<file path="src/rtl/slt_pkg.sv">
// shared types, character codes and helpers for the shell line tokenizer
// no dependencies
package slt_pkg;

	localparam int QDEPTH = 4;
	localparam int QPW    = 2;

	localparam logic [7:0] CH_PIPE  = 8'h7C;
	localparam logic [7:0] CH_LT    = 8'h3C;
	localparam logic [7:0] CH_GT    = 8'h3E;
	localparam logic [7:0] CH_SQUOT = 8'h27;
	localparam logic [7:0] CH_DQUOT = 8'h22;
	localparam logic [7:0] CH_SPACE = 8'h20;
	localparam logic [7:0] CH_TAB   = 8'h09;
	localparam logic [7:0] CH_LF    = 8'h0A;
	localparam logic [7:0] CH_VT    = 8'h0B;
	localparam logic [7:0] CH_FF    = 8'h0C;
	localparam logic [7:0] CH_CR    = 8'h0D;

	typedef enum logic [2:0] {
		KIND_WORD    = 3'd0,
		KIND_PIPE    = 3'd1,
		KIND_IN      = 3'd2,
		KIND_OUT     = 3'd3,
		KIND_HEREDOC = 3'd4,
		KIND_APPEND  = 3'd5
	} kind_t;

	typedef enum logic [2:0] {
		Q_NONE   = 3'b001,
		Q_SINGLE = 3'b010,
		Q_DOUBLE = 3'b100
	} quote_t;

	typedef enum logic [2:0] {
		P_NONE = 3'b001,
		P_IN   = 3'b010,
		P_OUT  = 3'b100
	} pend_t;

	typedef struct packed {
		kind_t       kind;
		logic [11:0] start;
		logic [12:0] length;
	} token_t;

	typedef struct packed {
		token_t tok0;
		token_t tok1;
		logic   two;
		logic   line_end;
		logic   overflow;
	} step_rec_t;

	function automatic logic is_blank(input logic [7:0] b);
		return b == CH_SPACE || b == CH_TAB || b == CH_LF || b == CH_CR ||
			b == CH_VT || b == CH_FF;
	endfunction

	function automatic quote_t quote_track(input logic [7:0] b, input quote_t qs);
		quote_t r;
		r = qs;
		if (b == CH_SQUOT && qs != Q_DOUBLE) begin
			r = (qs == Q_SINGLE) ? Q_NONE : Q_SINGLE;
		end else if (b == CH_DQUOT && qs != Q_SINGLE) begin
			r = (qs == Q_DOUBLE) ? Q_NONE : Q_DOUBLE;
		end
		return r;
	endfunction

endpackage

</file>
<file path="src/rtl/shell_line_tokenizer.sv">
// shell line tokenizer: one byte per request in, one token per request out
// a token passes a four-entry queue, then the output register, before it is valid
// throughput: one byte per cycle while the queue is not full; one token per cycle out
// while m_tready is high; the queue absorbs bytes that yield two tokens
// reset: asynchronous, clears lexer state, queue and output valid
module shell_line_tokenizer
	import slt_pkg::*;
#(
	parameter int MAX_LINE = 4096
) (
	input  logic        clk,
	input  logic        arst_n,
	input  logic        s_tvalid,
	output logic        s_tready,
	input  logic [7:0]  s_tdata,  // byte_value[7:0]
	input  logic        s_tlast,  // line_end
	output logic        m_tvalid,
	input  logic        m_tready,
	output logic [31:0] m_tdata,  // token_start[11:0], token_length[24:12], zero[31:25]
	output logic        m_tlast,  // line_last_token
	output logic [4:0]  m_tuser   // token_kind[2:0], run_last[3], line_overflow[4]
);

	logic      take;
	logic      push;
	step_rec_t rec;
	step_rec_t head;
	logic      not_empty;
	logic      full;
	logic      pop;

	assign s_tready = !full;
	assign take     = s_tvalid && s_tready;

	slt_front #(
		.MAX_LINE(MAX_LINE)
	) u_front (
		.clk       (clk),
		.arst_n    (arst_n),
		.take      (take),
		.byte_value(s_tdata),
		.line_end  (s_tlast),
		.push      (push),
		.rec       (rec)
	);

	slt_queue u_queue (
		.clk      (clk),
		.arst_n   (arst_n),
		.push     (push),
		.wr_rec   (rec),
		.pop      (pop),
		.head     (head),
		.not_empty(not_empty),
		.full     (full)
	);

	slt_back u_back (
		.clk      (clk),
		.arst_n   (arst_n),
		.head     (head),
		.not_empty(not_empty),
		.pop      (pop),
		.m_tvalid (m_tvalid),
		.m_tready (m_tready),
		.m_tdata  (m_tdata),
		.m_tlast  (m_tlast),
		.m_tuser  (m_tuser)
	);

endmodule

</file>
<file path="src/rtl/slt_front.sv">
// front end: lexer state, byte classification and token generation per request
// depends on slt_pkg
module slt_front
	import slt_pkg::*;
#(
	parameter int MAX_LINE = 4096
) (
	input  logic       clk,
	input  logic       arst_n,
	input  logic       take,
	input  logic [7:0] byte_value,
	input  logic       line_end,
	output logic       push,
	output step_rec_t  rec
);

	localparam int PW = $clog2(MAX_LINE + 1);
	localparam int XW = (PW > 13) ? PW : 13;

	logic [PW-1:0] position_q;
	logic          word_open_q;
	quote_t        quote_q;
	logic [PW-1:0] word_start_q;
	pend_t         pend_q;
	logic [PW-1:0] pend_start_q;
	logic          overflow_q;

	logic [PW-1:0] pos;
	logic          ovf;
	logic          wo;
	quote_t        qs;
	logic [PW-1:0] ws;
	pend_t         pr;
	logic [PW-1:0] ps;
	logic [1:0]    n;
	token_t        tk [2];

	function automatic token_t mk_tok(input kind_t k, input logic [PW-1:0] s,
		input logic [XW-1:0] len);
		token_t t;
		logic [XW-1:0] sx;
		sx       = XW'(s);
		t.kind   = k;
		t.start  = sx[11:0];
		t.length = len[12:0];
		return t;
	endfunction

	always_comb begin
		logic          consumed;
		logic          sp;
		logic          op;
		logic [7:0]    held;
		logic [XW-1:0] len;
		pos      = (position_q >= PW'(MAX_LINE)) ? PW'(MAX_LINE - 1) : position_q;
		ovf      = overflow_q | (position_q >= PW'(MAX_LINE));
		wo       = word_open_q;
		qs       = quote_q;
		ws       = word_start_q;
		pr       = pend_q;
		ps       = pend_start_q;
		n        = 2'd0;
		tk[0]    = '0;
		tk[1]    = '0;
		consumed = 1'b0;
		sp       = is_blank(byte_value);
		op       = byte_value == CH_PIPE || byte_value == CH_LT || byte_value == CH_GT;
		held     = (pr == P_IN) ? CH_LT : CH_GT;
		len      = '0;

		if (pr != P_NONE) begin
			if (byte_value == held) begin
				tk[0] = mk_tok((pr == P_IN) ? KIND_HEREDOC : KIND_APPEND, ps, XW'(2));
				consumed = 1'b1;
			end else begin
				tk[0] = mk_tok((pr == P_IN) ? KIND_IN : KIND_OUT, ps, XW'(1));
			end
			n  = 2'd1;
			pr = P_NONE;
		end

		if (!consumed) begin
			if (wo && qs == Q_NONE && (sp || op)) begin
				len = XW'(pos) - XW'(ws);
				if (len == '0) begin
					len = XW'(1);
				end
				if (n != 2'd2) begin
					tk[n[0]] = mk_tok(KIND_WORD, ws, len);
					n = n + 2'd1;
				end
				wo = 1'b0;
			end
			if (wo) begin
				qs = quote_track(byte_value, qs);
			end else if (!sp) begin
				if (byte_value == CH_PIPE) begin
					if (n != 2'd2) begin
						tk[n[0]] = mk_tok(KIND_PIPE, pos, XW'(1));
						n = n + 2'd1;
					end
				end else if (byte_value == CH_LT || byte_value == CH_GT) begin
					pr = (byte_value == CH_LT) ? P_IN : P_OUT;
					ps = pos;
				end else begin
					wo = 1'b1;
					ws = pos;
					qs = quote_track(byte_value, Q_NONE);
				end
			end
		end

		if (line_end) begin
			if (wo) begin
				len = XW'(pos) + XW'(1) - XW'(ws);
				if (n != 2'd2) begin
					tk[n[0]] = mk_tok(KIND_WORD, ws, len);
					n = n + 2'd1;
				end
			end
			if (pr != P_NONE) begin
				if (n != 2'd2) begin
					tk[n[0]] = mk_tok((pr == P_IN) ? KIND_IN : KIND_OUT, ps, XW'(1));
					n = n + 2'd1;
				end
			end
		end
	end

	assign push         = take && n != 2'd0;
	assign rec.tok0     = tk[0];
	assign rec.tok1     = tk[1];
	assign rec.two      = n == 2'd2;
	assign rec.line_end = line_end;
	assign rec.overflow = ovf;

	always_ff @(posedge clk or negedge arst_n) begin
		if (!arst_n) begin
			position_q   <= '0;
			word_open_q  <= 1'b0;
			quote_q      <= Q_NONE;
			word_start_q <= '0;
			pend_q       <= P_NONE;
			pend_start_q <= '0;
			overflow_q   <= 1'b0;
		end else if (take) begin
			if (line_end) begin
				position_q   <= '0;
				word_open_q  <= 1'b0;
				quote_q      <= Q_NONE;
				word_start_q <= '0;
				pend_q       <= P_NONE;
				pend_start_q <= '0;
				overflow_q   <= 1'b0;
			end else begin
				if (position_q < PW'(MAX_LINE)) begin
					position_q <= position_q + PW'(1);
				end
				word_open_q  <= wo;
				quote_q      <= qs;
				word_start_q <= ws;
				pend_q       <= pr;
				pend_start_q <= ps;
				overflow_q   <= ovf;
			end
		end
	end

	a_pend_no_word: assert property (@(posedge clk) disable iff (!arst_n)
		pend_q != P_NONE |-> !word_open_q)
		else $error("redirect held while a word is open");

	a_line_reset: assert property (@(posedge clk) disable iff (!arst_n)
		take && line_end |=> position_q == '0 && pend_q == P_NONE && !word_open_q)
		else $error("line end did not clear lexer state");

	a_pos_bound: assert property (@(posedge clk) disable iff (!arst_n)
		position_q <= PW'(MAX_LINE))
		else $error("position past saturation");

endmodule

</file>
<file path="src/rtl/slt_queue.sv">
// short queue of per-request token records between front and back
// depends on slt_pkg
module slt_queue
	import slt_pkg::*;
(
	input  logic      clk,
	input  logic      arst_n,
	input  logic      push,
	input  step_rec_t wr_rec,
	input  logic      pop,
	output step_rec_t head,
	output logic      not_empty,
	output logic      full
);

	step_rec_t      mem_q [QDEPTH];
	logic [QPW-1:0] wr_ptr_q;
	logic [QPW-1:0] rd_ptr_q;
	logic [QPW:0]   count_q;

	assign head      = mem_q[rd_ptr_q];
	assign not_empty = count_q != '0;
	assign full      = count_q == (QPW + 1)'(QDEPTH);

	always_ff @(posedge clk) begin
		if (push) begin
			mem_q[wr_ptr_q] <= wr_rec;
		end
	end

	always_ff @(posedge clk or negedge arst_n) begin
		if (!arst_n) begin
			wr_ptr_q <= '0;
			rd_ptr_q <= '0;
			count_q  <= '0;
		end else begin
			if (push) begin
				wr_ptr_q <= wr_ptr_q + QPW'(1);
			end
			if (pop) begin
				rd_ptr_q <= rd_ptr_q + QPW'(1);
			end
			case ({push, pop})
				2'b10:   count_q <= count_q + (QPW + 1)'(1);
				2'b01:   count_q <= count_q - (QPW + 1)'(1);
				default: count_q <= count_q;
			endcase
		end
	end

	a_count_bound: assert property (@(posedge clk) disable iff (!arst_n)
		count_q <= (QPW + 1)'(QDEPTH))
		else $error("queue count out of range");

	a_no_overrun: assert property (@(posedge clk) disable iff (!arst_n)
		push |-> !full)
		else $error("push into full queue");

	a_no_underrun: assert property (@(posedge clk) disable iff (!arst_n)
		pop |-> not_empty)
		else $error("pop from empty queue");

endmodule

</file>
<file path="src/rtl/slt_back.sv">
// back end: splits queued records into single tokens and drives the output register
// depends on slt_pkg
module slt_back
	import slt_pkg::*;
(
	input  logic        clk,
	input  logic        arst_n,
	input  step_rec_t   head,
	input  logic        not_empty,
	output logic        pop,
	output logic        m_tvalid,
	input  logic        m_tready,
	output logic [31:0] m_tdata,
	output logic        m_tlast,
	output logic [4:0]  m_tuser
);

	logic   out_valid_q;
	token_t out_tok_q;
	logic   out_run_last_q;
	logic   out_line_last_q;
	logic   out_ovf_q;
	logic   half_q;

	logic   load;
	logic   last_tok;
	token_t cur_tok;

	assign load     = !out_valid_q || m_tready;
	assign last_tok = half_q || !head.two;
	assign cur_tok  = half_q ? head.tok1 : head.tok0;
	assign pop      = load && not_empty && last_tok;

	always_ff @(posedge clk or negedge arst_n) begin
		if (!arst_n) begin
			out_valid_q <= 1'b0;
			half_q      <= 1'b0;
		end else if (load) begin
			out_valid_q <= not_empty;
			if (not_empty) begin
				half_q <= !last_tok;
			end
		end
	end

	always_ff @(posedge clk) begin
		if (load && not_empty) begin
			out_tok_q       <= cur_tok;
			out_run_last_q  <= last_tok;
			out_line_last_q <= last_tok && head.line_end;
			out_ovf_q       <= head.overflow;
		end
	end

	assign m_tvalid = out_valid_q;
	assign m_tdata  = {7'd0, out_tok_q.length, out_tok_q.start};
	assign m_tlast  = out_line_last_q;
	assign m_tuser  = {out_ovf_q, out_run_last_q, out_tok_q.kind};

endmodule

</file>
<file path="config.mk">
export PLATFORM = sky130hd
export DESIGN_NAME = shell_line_tokenizer
export DESIGN_NICKNAME = d
export VERILOG_FILES = /design/src/rtl/slt_pkg.sv /design/src/rtl/shell_line_tokenizer.sv /design/src/rtl/slt_front.sv /design/src/rtl/slt_queue.sv /design/src/rtl/slt_back.sv
export SDC_FILE = /design/constraint.sdc
export NUM_CORES = 1
export LEC_CHECK = 0
export BUFFER_PORTS_ARGS = -buffer_cell sky130_fd_sc_hd__buf_2
export CORE_UTILIZATION = 50
export CTS_BUF_LIST = sky130_fd_sc_hd__clkbuf_8
export DETAILED_ROUTE_END_ITERATION = 12
export GPL_TIMING_DRIVEN = 1
export PLACE_DENSITY = 0.66
export SYNTH_ARGS = -nofsm -noshare
export SYNTH_HDL_FRONTEND = slang
export SYNTH_SLANG_ARGS = --single-unit
</file>
<file path="constraint.sdc">
create_clock -name clk -period 13.7 [get_ports clk]
set_clock_uncertainty 0.2 [all_clocks]
set_input_delay 0.685 -clock clk [delete_from_list [all_inputs] [get_ports clk]]
set_output_delay 0.685 -clock clk [all_outputs]
set_load 0.02 [all_outputs]
</file>
==> results of run 1 <==
## registers in the layout, indices dropped and copies added, names as in the netlist, 2 cells and up
signal and flops:
u_queue.mem_q 232, u_front.quote_q 3, u_front.position_q 13, u_queue.rd_ptr_q 2, u_front.pend_q 3, u_front.word_start_q 13
u_back.m_tdata 25, u_front.pend_start_q 12, u_queue.wr_ptr_q 2, u_queue.count_q 3, u_back.m_tuser 3
## metal layers
| metal | global-route usage [%] | vias to the layer above | part of all wire, % |
|---|---|---|---|
| li1 | - | 4580 | - |
| met1 | 33.5 | 4810 | 46 |
| met2 | 34.0 | 305 | 44 |
| met3 | 3.90 | 71 | 5.8 |
| met4 | 9.25 | 0 | 3.7 |
| met5 | 0 | - | 0 |
## per-stage QoR
stage	setup slack (ns)	instance area [um2]	total power, mW
after detailed placement	7.29	16200	2.94
after floorplan	7.37	15600	2.53
final	7.85	17200	3.67
after global routing	7.56	17200	3.90
after global placement	7.51	16200	2.92
after CTS	7.90	17200	3.70
## Yosys cell counts (all sizes together) (10+ instances only)
master / number / area, um2
nor2b: 12 / 75.1
xnor2: 16 / 140
xor2: 12 / 105
nand3: 10 / 50.1
ha: 50 / 626
nand2b: 13 / 81.3
dfrtp: 53 / 1330
buf: 30 / 166
a22o: 17 / 149
mux2: 29 / 330
clkbuf: 35 / 131
a21oi: 65 / 340
o21ai: 55 / 287
edfxtp: 263 / 7900
inv: 60 / 225
a211oi: 15 / 118
nor3: 32 / 165
mux4: 58 / 1310
nand2: 70 / 273
a221oi: 12 / 160
a22oi: 23 / 173
nor2: 110 / 413
o22ai: 27 / 169
## kinds of logic after synthesis
logic type	count (synthesis)	synth area share [%]
xor gates and xnor gates	28	1.57
muxes	92	10.8
buffers and inverters	125	3.35
adders and majority gates	53	4.39
other	1	0.0240
DFF	318	59.4
AOI/OAI and AO/OA	260	11.5
and+or+nand+nor	294	9.03
## power breakdown
| group | switching [mW] | total [mW] | leakage [nW] | internal (mW) |
|---|---|---|---|---|
| clock | 0.360 | 0.744 | 0.563 | 0.385 |
| sequential | 0.0935 | 1.46 | 3.17 | 1.37 |
| combinational | 0.879 | 1.46 | 2.64 | 0.580 |
## worst paths after layout
path / end / slack, ns / depth (start not counted)
max: u_queue.mem_q[2][33]$_DFFE_PP_ / 7.85 / 16
min: u_front.word_open_q$_DFFE_PN0P_ / 0.06 / 2
max reg2reg: u_queue.mem_q[2][33]$_DFFE_PP_ / 7.90 / 13
min reg2reg: u_queue.count_q[2]$_DFFE_PN0P_ / 0.30 / 1
max in group asynchronous: u_queue.rd_ptr_q[0]$_DFFE_PN0P_ / 12.66 / 2
min in group clk: u_back.m_tvalid$_DFFE_PN0P_ / 0.15 / 4
## area by class of cell
type                       instances  area share [%]
clock inverter                    36            1.14
sequential                       318            54.1
clock buffer                      54            4.33
tap                              396            2.89
timing repair buffer              63            2.10
multi-input combinational        734            34.2
inverter                          60            1.31
## worst max-delay path, stage by stage
cell	delay, ns
buf_2	0.17
or4b_1	0.55
a21oi_2	0.19
o21ai_2	0.11
a211oi_2	0.41
inv_1	0.38
ha_1	0.32
a211oi_1	0.41
inv_1	0.09
ha_1	0.32
mux2_2	0.29
ha_1	0.25
nor2_1	0.11
nand2_1	0.31
nor2_1	1.05
nor2_1	0.25
==> reports/summary.txt, run 1 <==
Critical setup path kind -> input pin to flop
Hold Path Class -> input pin to async pin
RR Startpoint -> u_front.quote_q[0]$_DFFE_PN1P_
Remaining DRCs -> 0
CTS tree -> built
Layout cell share with drive strength beyond 1 -> 20.2%
Initial Util -> 50.9%
Post-synth EDFFs -> 263
Synth warnings -> 0
Via/cell ratio -> 5.88
Crit path DAT -> 5.89 ns
Final Hold Vio Count -> 0
Max_cap viols -> 0
Routed length per placed instance -> 21.2 um
Unrepaired setup endpoints after global routing -> false
Via Count -> 9766
WL final -> 35300 um
Hold WS -> 0.0615 ns
Post-Layout Cell Count -> 1661
Ant. Diodes -> 0
Largest net degree at the start of global routing -> 60
Synth Instances -> 1171
Async set or reset register ratio after synthesis -> 17.3%
CP Max Fanout -> 15
LEAKAGE -> 6.37 nW
Setup bufs post-CTS -> 0
Distinct cell type count after synthesis -> 84
Sequential Area -> 9280 um2
Max-slew violation count -> 0
Post-route minimum period -> 5.85 ns
Clock Tree Buf Depth -> 3
P&R area growth vs syn -> 9.92%
Prevailing post-synth register cell -> edfxtp_1
Antenna violations before repair -> 0
Register bit count reported by yosys -> 318
Die area -> 32000 um2
CP startpoint -> s_tdata[1]
Placed Cells -> 1571
Clk slew on worst S/H paths -> 0.06 ns
Root Buffer -> clkbuf_8
Relative slew slack -> 14.5%
Vias in the first global route -> 9675
Worst skew pair latency -> 0.59 ns
Area of the multi-input gates -> 5870 um2
Commonest non-fill, non-tap cells in the layout -> edfxtp_1 (263), nor2_1 (110), inv_1 (79)
Die Span X -> 179 um
Fmax -> 171 MHz
Status -> finished, final reports clean
Clk sink count -> 318
Max H-tree Level -> 2
Ports -> 53
Number of hold buffers added after CTS -> 0
Avg Synthesized Cell Area -> 13.3 um2
Row cnt -> 64
Setup TNS -> 0 ns
First drt pass iteration count -> 5
Nature of the critical path endpoint -> flop
DP Wirelength -> 23300 um
Post-synthesis sequential area ratio -> 59.4%
# resized after CTS -> 0
Final setup viols -> 0
Drt initial violations -> 887
CP Launch Type -> input pin
CTS Buf Count -> 51
Total GRT Usage -> 22.9%
Worst IR drop on VDD -> 0.0834 mV
Port buffer count -> 45
First-pass GRT wire length -> 54900 um
WP data required -> 13.74 ns
Post-synthesis cell area -> 15600 um2
Post-route ant nets -> 0
Worst-Margin Slew -> 1.27 ns
P per Cell Area -> 213 nW/um2
Fin crit share -> 42.7%
Final core utilization -> 56.0%
Commonest non-fill, non-tap cell in the layout -> edfxtp_1
Final nets -> 1294
GR Overflow Total -> 0
Fillers -> 2495
Area of the core -> 30700 um2
Chip height -> 179 um
RD Place Congestion -> 0.914
Power figures use the tool's default switching activity.
==> run 2: changes to the inputs <==
Settings changed: PLACE_DENSITY 0.66 to 0.69.
Clock period 13.7 ns to 5 ns, I/O delays scaled along.
==> run 2 against run 1 <==
Effect of this change:
- core utilization grew 1.4 points
- hold slack lost 0.033 ns
- global-route usage grew 0.47 points
- critical path depth grew 3
- critical path type unchanged
==> reports/summary.txt, run 2 (same netlist as run 1, synthesis figures left out) <==
Hold EP -> u_front.quote_q[2]$_DFFE_PN0P_
Hold Path Class -> input pin to flop
LEAKAGE -> 6.57 nW (+3.1%)
Post-Layout Cell Count -> 1699 (+2.3%)
Top sig layer -> met4
Layout cell share with drive strength beyond 1 -> 22.5% (+2.3 points)
Status -> finished, final reports clean
Row cnt -> 64 (unchanged)
Port buffer count -> 45 (unchanged)
Max FFs per register -> 232 (unchanged)
Wl on met1 -> 16400 um (+0.10%)
DP Wirelength -> 24400 um (+4.8%)
Reg-to-reg slack, setup -> 0.39 ns (-7.51 ns)
Area of the core -> 30700 um2 (unchanged)
First drt pass iteration count -> 5 (unchanged)
P per Cell Area -> 581 nW/um2 (+170%)
Max_cap viols -> 0 (unchanged)
Unrepaired setup endpoints after global routing -> false
P&R area growth vs syn -> 12.7%
Cell Area, Placed -> 16500 um2 (+1.9%)
CP Launch Type -> input pin
Remaining DRCs -> 0 (unchanged)
Vias in the first global route -> 9778 (+1.1%)
Max H-tree Level -> 2 (unchanged)
Max-slew violation count -> 0 (unchanged)
Setup TNS -> 0 ns (unchanged)
Power, Total -> 10.2 mW (+180%)
Via/cell ratio -> 5.96 (+1.4%)
Finished Cell Area -> 17600 um2 (+2.5%)
Initial Util -> 50.9% (unchanged)
Antenna violations before repair -> 0 (unchanged)
WP data required -> 5.05 ns (-8.69 ns)
Clk sink count -> 318 (unchanged)
RR Startpoint -> u_front.quote_q[0]$_DFFE_PN1P_
Commonest non-fill, non-tap cells in the layout -> edfxtp_1 (263), nor2_1 (109), inv_1 (79)
Total GRT Usage -> 23.4% (+0.47 points)
Worst R2R Path Depth -> 15 (+2)
Placed Cells -> 1598 (+1.7%)
Worst skew pair latency -> 0.58 ns (about the same)
Clock Tree Buf Depth -> 3 (unchanged)
Ant. Diodes -> 0 (unchanged)
GR Overflow Total -> 0 (unchanged)
Commonest non-fill, non-tap cell in the layout -> edfxtp_1
Root Buffer -> clkbuf_8
Post-route minimum period -> 4.73 ns
Fillers -> 2478 (-0.68%)
Die area -> 32000 um2 (unchanged)
Fin crit share -> 94.6%
First-pass GRT wire length -> 56300 um (+2.5%)
CTS Buf Count -> 50 (-2.0%)
Reg-to-Reg End -> u_queue.mem_q[3][4]$_DFFE_PP_
Worst-Margin Slew -> 1.11 ns (-0.156 ns)
WL final -> 36400 um (+3.2%)
Nature of the critical path endpoint -> flop
Chip height -> 179 um (unchanged)
Largest net degree at the start of global routing -> 59 (-1.7%)
Worst Hold Depth -> 5
Drt initial violations -> 1090 (+23%)
Final nets -> 1330 (+2.8%)
Met3 wire length -> 2620 um (+28%)
Hold path start -> s_tdata[2]
Crit path DAT -> 4.78 ns (-1.11 ns)
Ports -> 53 (unchanged)
CP Max Fanout -> 23 (+8)
Final setup viols -> 0 (unchanged)
Via Count -> 10100 (+3.7%)
Top reg by flops -> u_queue.mem_q
Relative slew slack -> 25.1% (+11 points)
Worst IR drop on VDD -> 0.259 mV (+210%)
Final Hold Vio Count -> 0 (unchanged)
Fmax -> 211 MHz
CTS tree -> built
Clk slew on worst S/H paths -> 0.06 ns (about the same)
Post-route ant nets -> 0 (unchanged)
Routed length per placed instance -> 21.4 um (+0.93%)
Die Span X -> 179 um (unchanged)
RD Place Congestion -> 0.934 (+2.1%)
Critical setup path kind -> input pin to flop
Routed wl met2 -> 16400 um (+5.3%)
CP startpoint -> s_tdata[0]
[run 2: cell types whose count changed in the layout (fill, tap and decap cells not counted), moves of 2 or more]
cell,before,now
buf_4,18,39
clkinv_2,4,7
o21ai_0,50,47
dlygate4sd3_1,0,7
o21ai_1,2,4
buf_12,0,8
ha_1,50,48
[run 2: critical path: stages]
cell,delay (ns)
dlygate4sd3_1,0.53
buf_2,0.17
or4b_1,0.53
a21oi_2,0.18
o21ai_2,0.09
a211oi_2,0.26
buf_4,0.18
ha_4,0.22
mux2i_1,0.17
nand2_2,0.10
inv_2,0.10
ha_1,0.24
mux2_2,0.29
ha_1,0.29
o31a_1,0.35
a21oi_4,0.14
buf_4,0.19
and2_2,0.25
clkbuf_16,0.25
[run 2: timing repair]
item | in CTS | in global routing
hold buffers | 7 | 0
buffers inserted | 0 | 2
hold endpoints to repair | 60 | 0
endpoints found under the setup margin | 0 | 157
gates resized for setup | 0 | 11
[run 2: cell type report]
class | instances | area (um2) | share of cell area [%]
clock buffers | 53 | 729 | 4.14
inverters | 60 | 225 | 1.28
multi-input cells | 734 | 5910 | 33.5
repair buffers | 100 | 773 | 4.39
flip-flops and latches | 318 | 9280 | 52.7
clock inverters | 38 | 194 | 1.10
well taps | 396 | 495 | 2.81
[run 2: stage by stage]
step                      util (%)  hold WS [ns]  setup WS (ns)
after CTS                     57.1       0.00521          0.131
final                         57.4        0.0285          0.268
after floorplan                  -        -0.246         -0.271
after detailed placement      53.9         0.259         0.0759
after global placement        53.9         0.257          0.152
after global routing          57.4        0.0441         0.0200
[run 2: routing by layer]
metal / track usage (%) / vias up
li1: - / 4653
met1: 34.3 / 5033
met2: 35.3 / 377
met3: 3.73 / 66
met4: 8.16 / 0
met5: 0 / -
[run 2: report_power, final]
group / switching [mW] / internal, mW
clock: 0.972 / 1.04
sequential: 0.255 / 3.74
combinational: 2.51 / 1.73
[run 2: worst max-delay path by stage]
stage	slack [ns]	endpoint
2_1_floorplan	-0.27	u_queue.mem_q[0][0]$_DFFE_PP_
3_3_place_gp	0.15	u_queue.mem_q[2][8]$_DFFE_PP_
3_5_place_dp	0.08	u_queue.mem_q[2][9]$_DFFE_PP_
4_1_cts	0.13	u_queue.mem_q[2][4]$_DFFE_PP_
5_1_grt	0.02	u_queue.mem_q[1][14]$_DFFE_PP_
6_report	0.27	u_queue.mem_q[3][4]$_DFFE_PP_
==> run 3: changes to the inputs <==
Settings changed: GPL_TIMING_DRIVEN 1 to 0.
==> run 3 against run 2 <==
Effect of this change:
- cell count rose by 2.0%
- worst setup slack got worse by 0.083 ns
- die area did not move
- sequential cell count did not move
- largest cell class unchanged
- largest power group unchanged
- highest routed layer unchanged
==> reports/summary.txt, run 3 (same netlist as run 1, synthesis figures left out) <==
Status -> finished, final reports clean
Max FFs per register -> 232 (unchanged)
Chip height -> 179 um (unchanged)
Clk sink count -> 318 (unchanged)
LEAKAGE -> 6.50 nW (-1.1%)
Post-route ant nets -> 0 (unchanged)
Critical-path cell list -> or3b_4 -> a211oi_4 -> buf_4 -> ha_1 -> mux2i_1 -> nand2_2 -> inv_2 -> ha_1 -> mux2_2 -> ha_1 -> o31a_1 -> a21oi_4 -> buf_4 -> and2_4 -> buf_16
Placed Cells -> 1619 (+1.3%)
Largest net degree at the start of global routing -> 58 (-1.7%)
Final Hold Vio Count -> 0 (unchanged)
First drt pass iteration count -> 6 (+1)
Initial Util -> 50.9% (unchanged)
CP dominant cell by count -> ha_1
Top reg by flops -> u_queue.mem_q
Hold Path Class -> input pin to flop
Relative slew slack -> 11.8% (-13 points)
Max_cap viols -> 0 (unchanged)
RR Startpoint -> u_front.quote_q[0]$_DFFE_PN1P_
Max H-tree Level -> 2 (unchanged)
CP Max Fanout -> 57 (+150%)
Fin crit share -> 96.3% (+1.7 points)
DP Wirelength -> 26600 um (+8.9%)
Clock Tree Buf Depth -> 3 (unchanged)
Clk slew on worst S/H paths -> 0.06 ns (about the same)
Final setup viols -> 0 (unchanged)
Worst IR drop on VDD -> 0.214 mV (-17%)
First-pass GRT wire length -> 59400 um (+5.5%)
Die area -> 32000 um2 (unchanged)
Root Buffer -> clkbuf_8
Routed length per placed instance -> 22.6 um (+5.6%)
WL final -> 39200 um (+7.7%)
Crit path DAT -> 4.85 ns (+0.07 ns)
Vias in the first global route -> 10200 (+4.3%)
Slowest-stage cell, CP -> dfstp_2
P&R area growth vs syn -> 12.6% (about the same)
Total GRT Usage -> 25.2% (+1.8 points)
Area of the core -> 30700 um2 (unchanged)
Ports -> 53 (unchanged)
CTS Buf Count -> 52 (+4.0%)
Max-slew violation count -> 0 (unchanged)
Power, Total -> 10.3 mW (+0.85%)
Worst skew pair latency -> 0.57 ns (about the same)
WP data required -> 5.03 ns (-0.02 ns)
Post-route minimum period -> 4.82 ns (+0.0834 ns)
Via/cell ratio -> 6.01 (+0.74%)
Die Span X -> 179 um (unchanged)
CP startpoint -> u_front.quote_q[0]$_DFFE_PN1P_
CP top delay family -> compound AO/OA/AOI/OAI gates
Final nets -> 1360 (+2.3%)
Row cnt -> 64 (unchanged)
GR Overflow Total -> 0 (unchanged)
Fillers -> 2473 (-0.20%)
CP Launch Type -> flop
Commonest non-fill, non-tap cell in the layout -> edfxtp_1
Slowest stage delay, CP -> 0.56 ns (+0.03 ns)
Hold path start -> s_tdata[1]
CTS tree -> built
Worst-Margin Slew -> 1.31 ns (+0.196 ns)
Critical setup path kind -> flop to flop
Remaining DRCs -> 0 (unchanged)
Commonest non-fill, non-tap cells in the layout -> edfxtp_1 (263), nor2_1 (110), nand2_1 (68)
Antenna violations before repair -> 0 (unchanged)
Drt initial violations -> 945 (-13%)
Port buffer count -> 44 (-2.2%)
Number of buffers and inverters on the critical path -> 4 (-2)
RD Place Congestion -> 1.01 (+7.8%)
Layout cell share with drive strength beyond 1 -> 21.1% (-1.4 points)
P per Cell Area -> 587 nW/um2 (+0.94%)
Fmax -> 208 MHz (-1.7%)
Post-Layout Cell Count -> 1733 (+2.0%)
Via Count -> 10400 (+2.8%)
Nature of the critical path endpoint -> flop
-- run 3: changes by cell type in the layout (fill, tap and decap cells not counted), moves of 3 or more --
cell           change
clkbuf_1          +29
clkinv_1          +21
buf_4             -20
inv_1             -17
buf_1             +10
buf_2              +8
buf_12             -7
and2_4             +5
clkbuf_2           +3
dlygate4sd3_1      -3
o21ai_0            +3
-- run 3: where the power goes --
| group | internal, mW | leakage [nW] | switching (mW) | total (mW) |
|---|---|---|---|---|
| logic | 1.69 | 2.82 | 2.64 | 4.33 |
| registers | 3.74 | 3.17 | 0.205 | 3.94 |
| clock network | 1.04 | 0.515 | 1.01 | 2.05 |
| total | 6.47 | 6.50 | 3.85 | 10.3 |
-- run 3: final timing paths --
path | endpoint | slack (ns) | depth (start not counted)
max | u_queue.mem_q[1][47]$_DFFE_PP_ | 0.18 | 15
max in group asynchronous | u_front.word_start_q[12]$_DFFE_PN0P_ | 3.98 | 2
min in group asynchronous | u_front.quote_q[1]$_DFFE_PN0P_ | 0.10 | 2
min reg2reg | u_queue.count_q[2]$_DFFE_PN0P_ | 0.30 | 1
max reg2reg | u_queue.mem_q[1][47]$_DFFE_PP_ | 0.18 | 15
min | u_front.pend_q[2]$_DFFE_PN0P_ | 0.003 | 4
-- run 3: area by class of cell --
type / count / area, um2 / share of cell area (%)
flip-flops and latches: 318 / 9280 / 52.7
multi-input cells: 739 / 5940 / 33.8
clock buffers: 53 / 729 / 4.15
well taps: 396 / 495 / 2.82
repair buffers: 60 / 405 / 2.30
plain buffers: 63 / 298 / 1.69
inverters: 60 / 229 / 1.30
clock inverters: 43 / 213 / 1.21
diodes: 1 / 2.50 / 0.0142
-- run 3: worst min-delay path: cells and delay by family --
family / cells / cell delay (ns)
buf+inv: 2 / 0.33
simple gates: 2 / 0.15
-- run 3: timing repair --
action | in CTS | in global routing
buffers inserted | 7 | 2
gates cloned | 5 | 0
setup endpoints to repair | 448 | 225
hold buffers | 4 | 0
pin swaps | 4 | 2
hold endpoints to repair | 60 | 0
gates resized for setup | 6 | 16
-- run 3: routing by layer --
layer	global-route usage [%]	up-vias	routed length [um]	share of wire [%]
met2	38.9	437	17800	45
met4	10.1	0	1430	3.6
li1	-	4730	-	-
met1	35.4	5159	17000	43
met3	4.30	82	3010	7.7
met5	0	-	0	0
-- run 3: through the flow --
stage | area, um2 | setup TNS, ns | setup slack [ns] | utilization, % | hold WS [ns]
finish | 17600 | 0 | 0.185 | 57.4 | 0.00265
CTS | 17500 | 0 | 0.0192 | 57.1 | 0.0273
floorplan | 15600 | -62.92 | -0.271 | - | -0.246
global placement | 16400 | -420.03 | -1.46 | 53.4 | 0.286
global route | 17600 | -0.00533 | -0.00533 | 57.3 | 0.00618
detailed placement | 16400 | -300.06 | -1.03 | 53.6 | 0.292
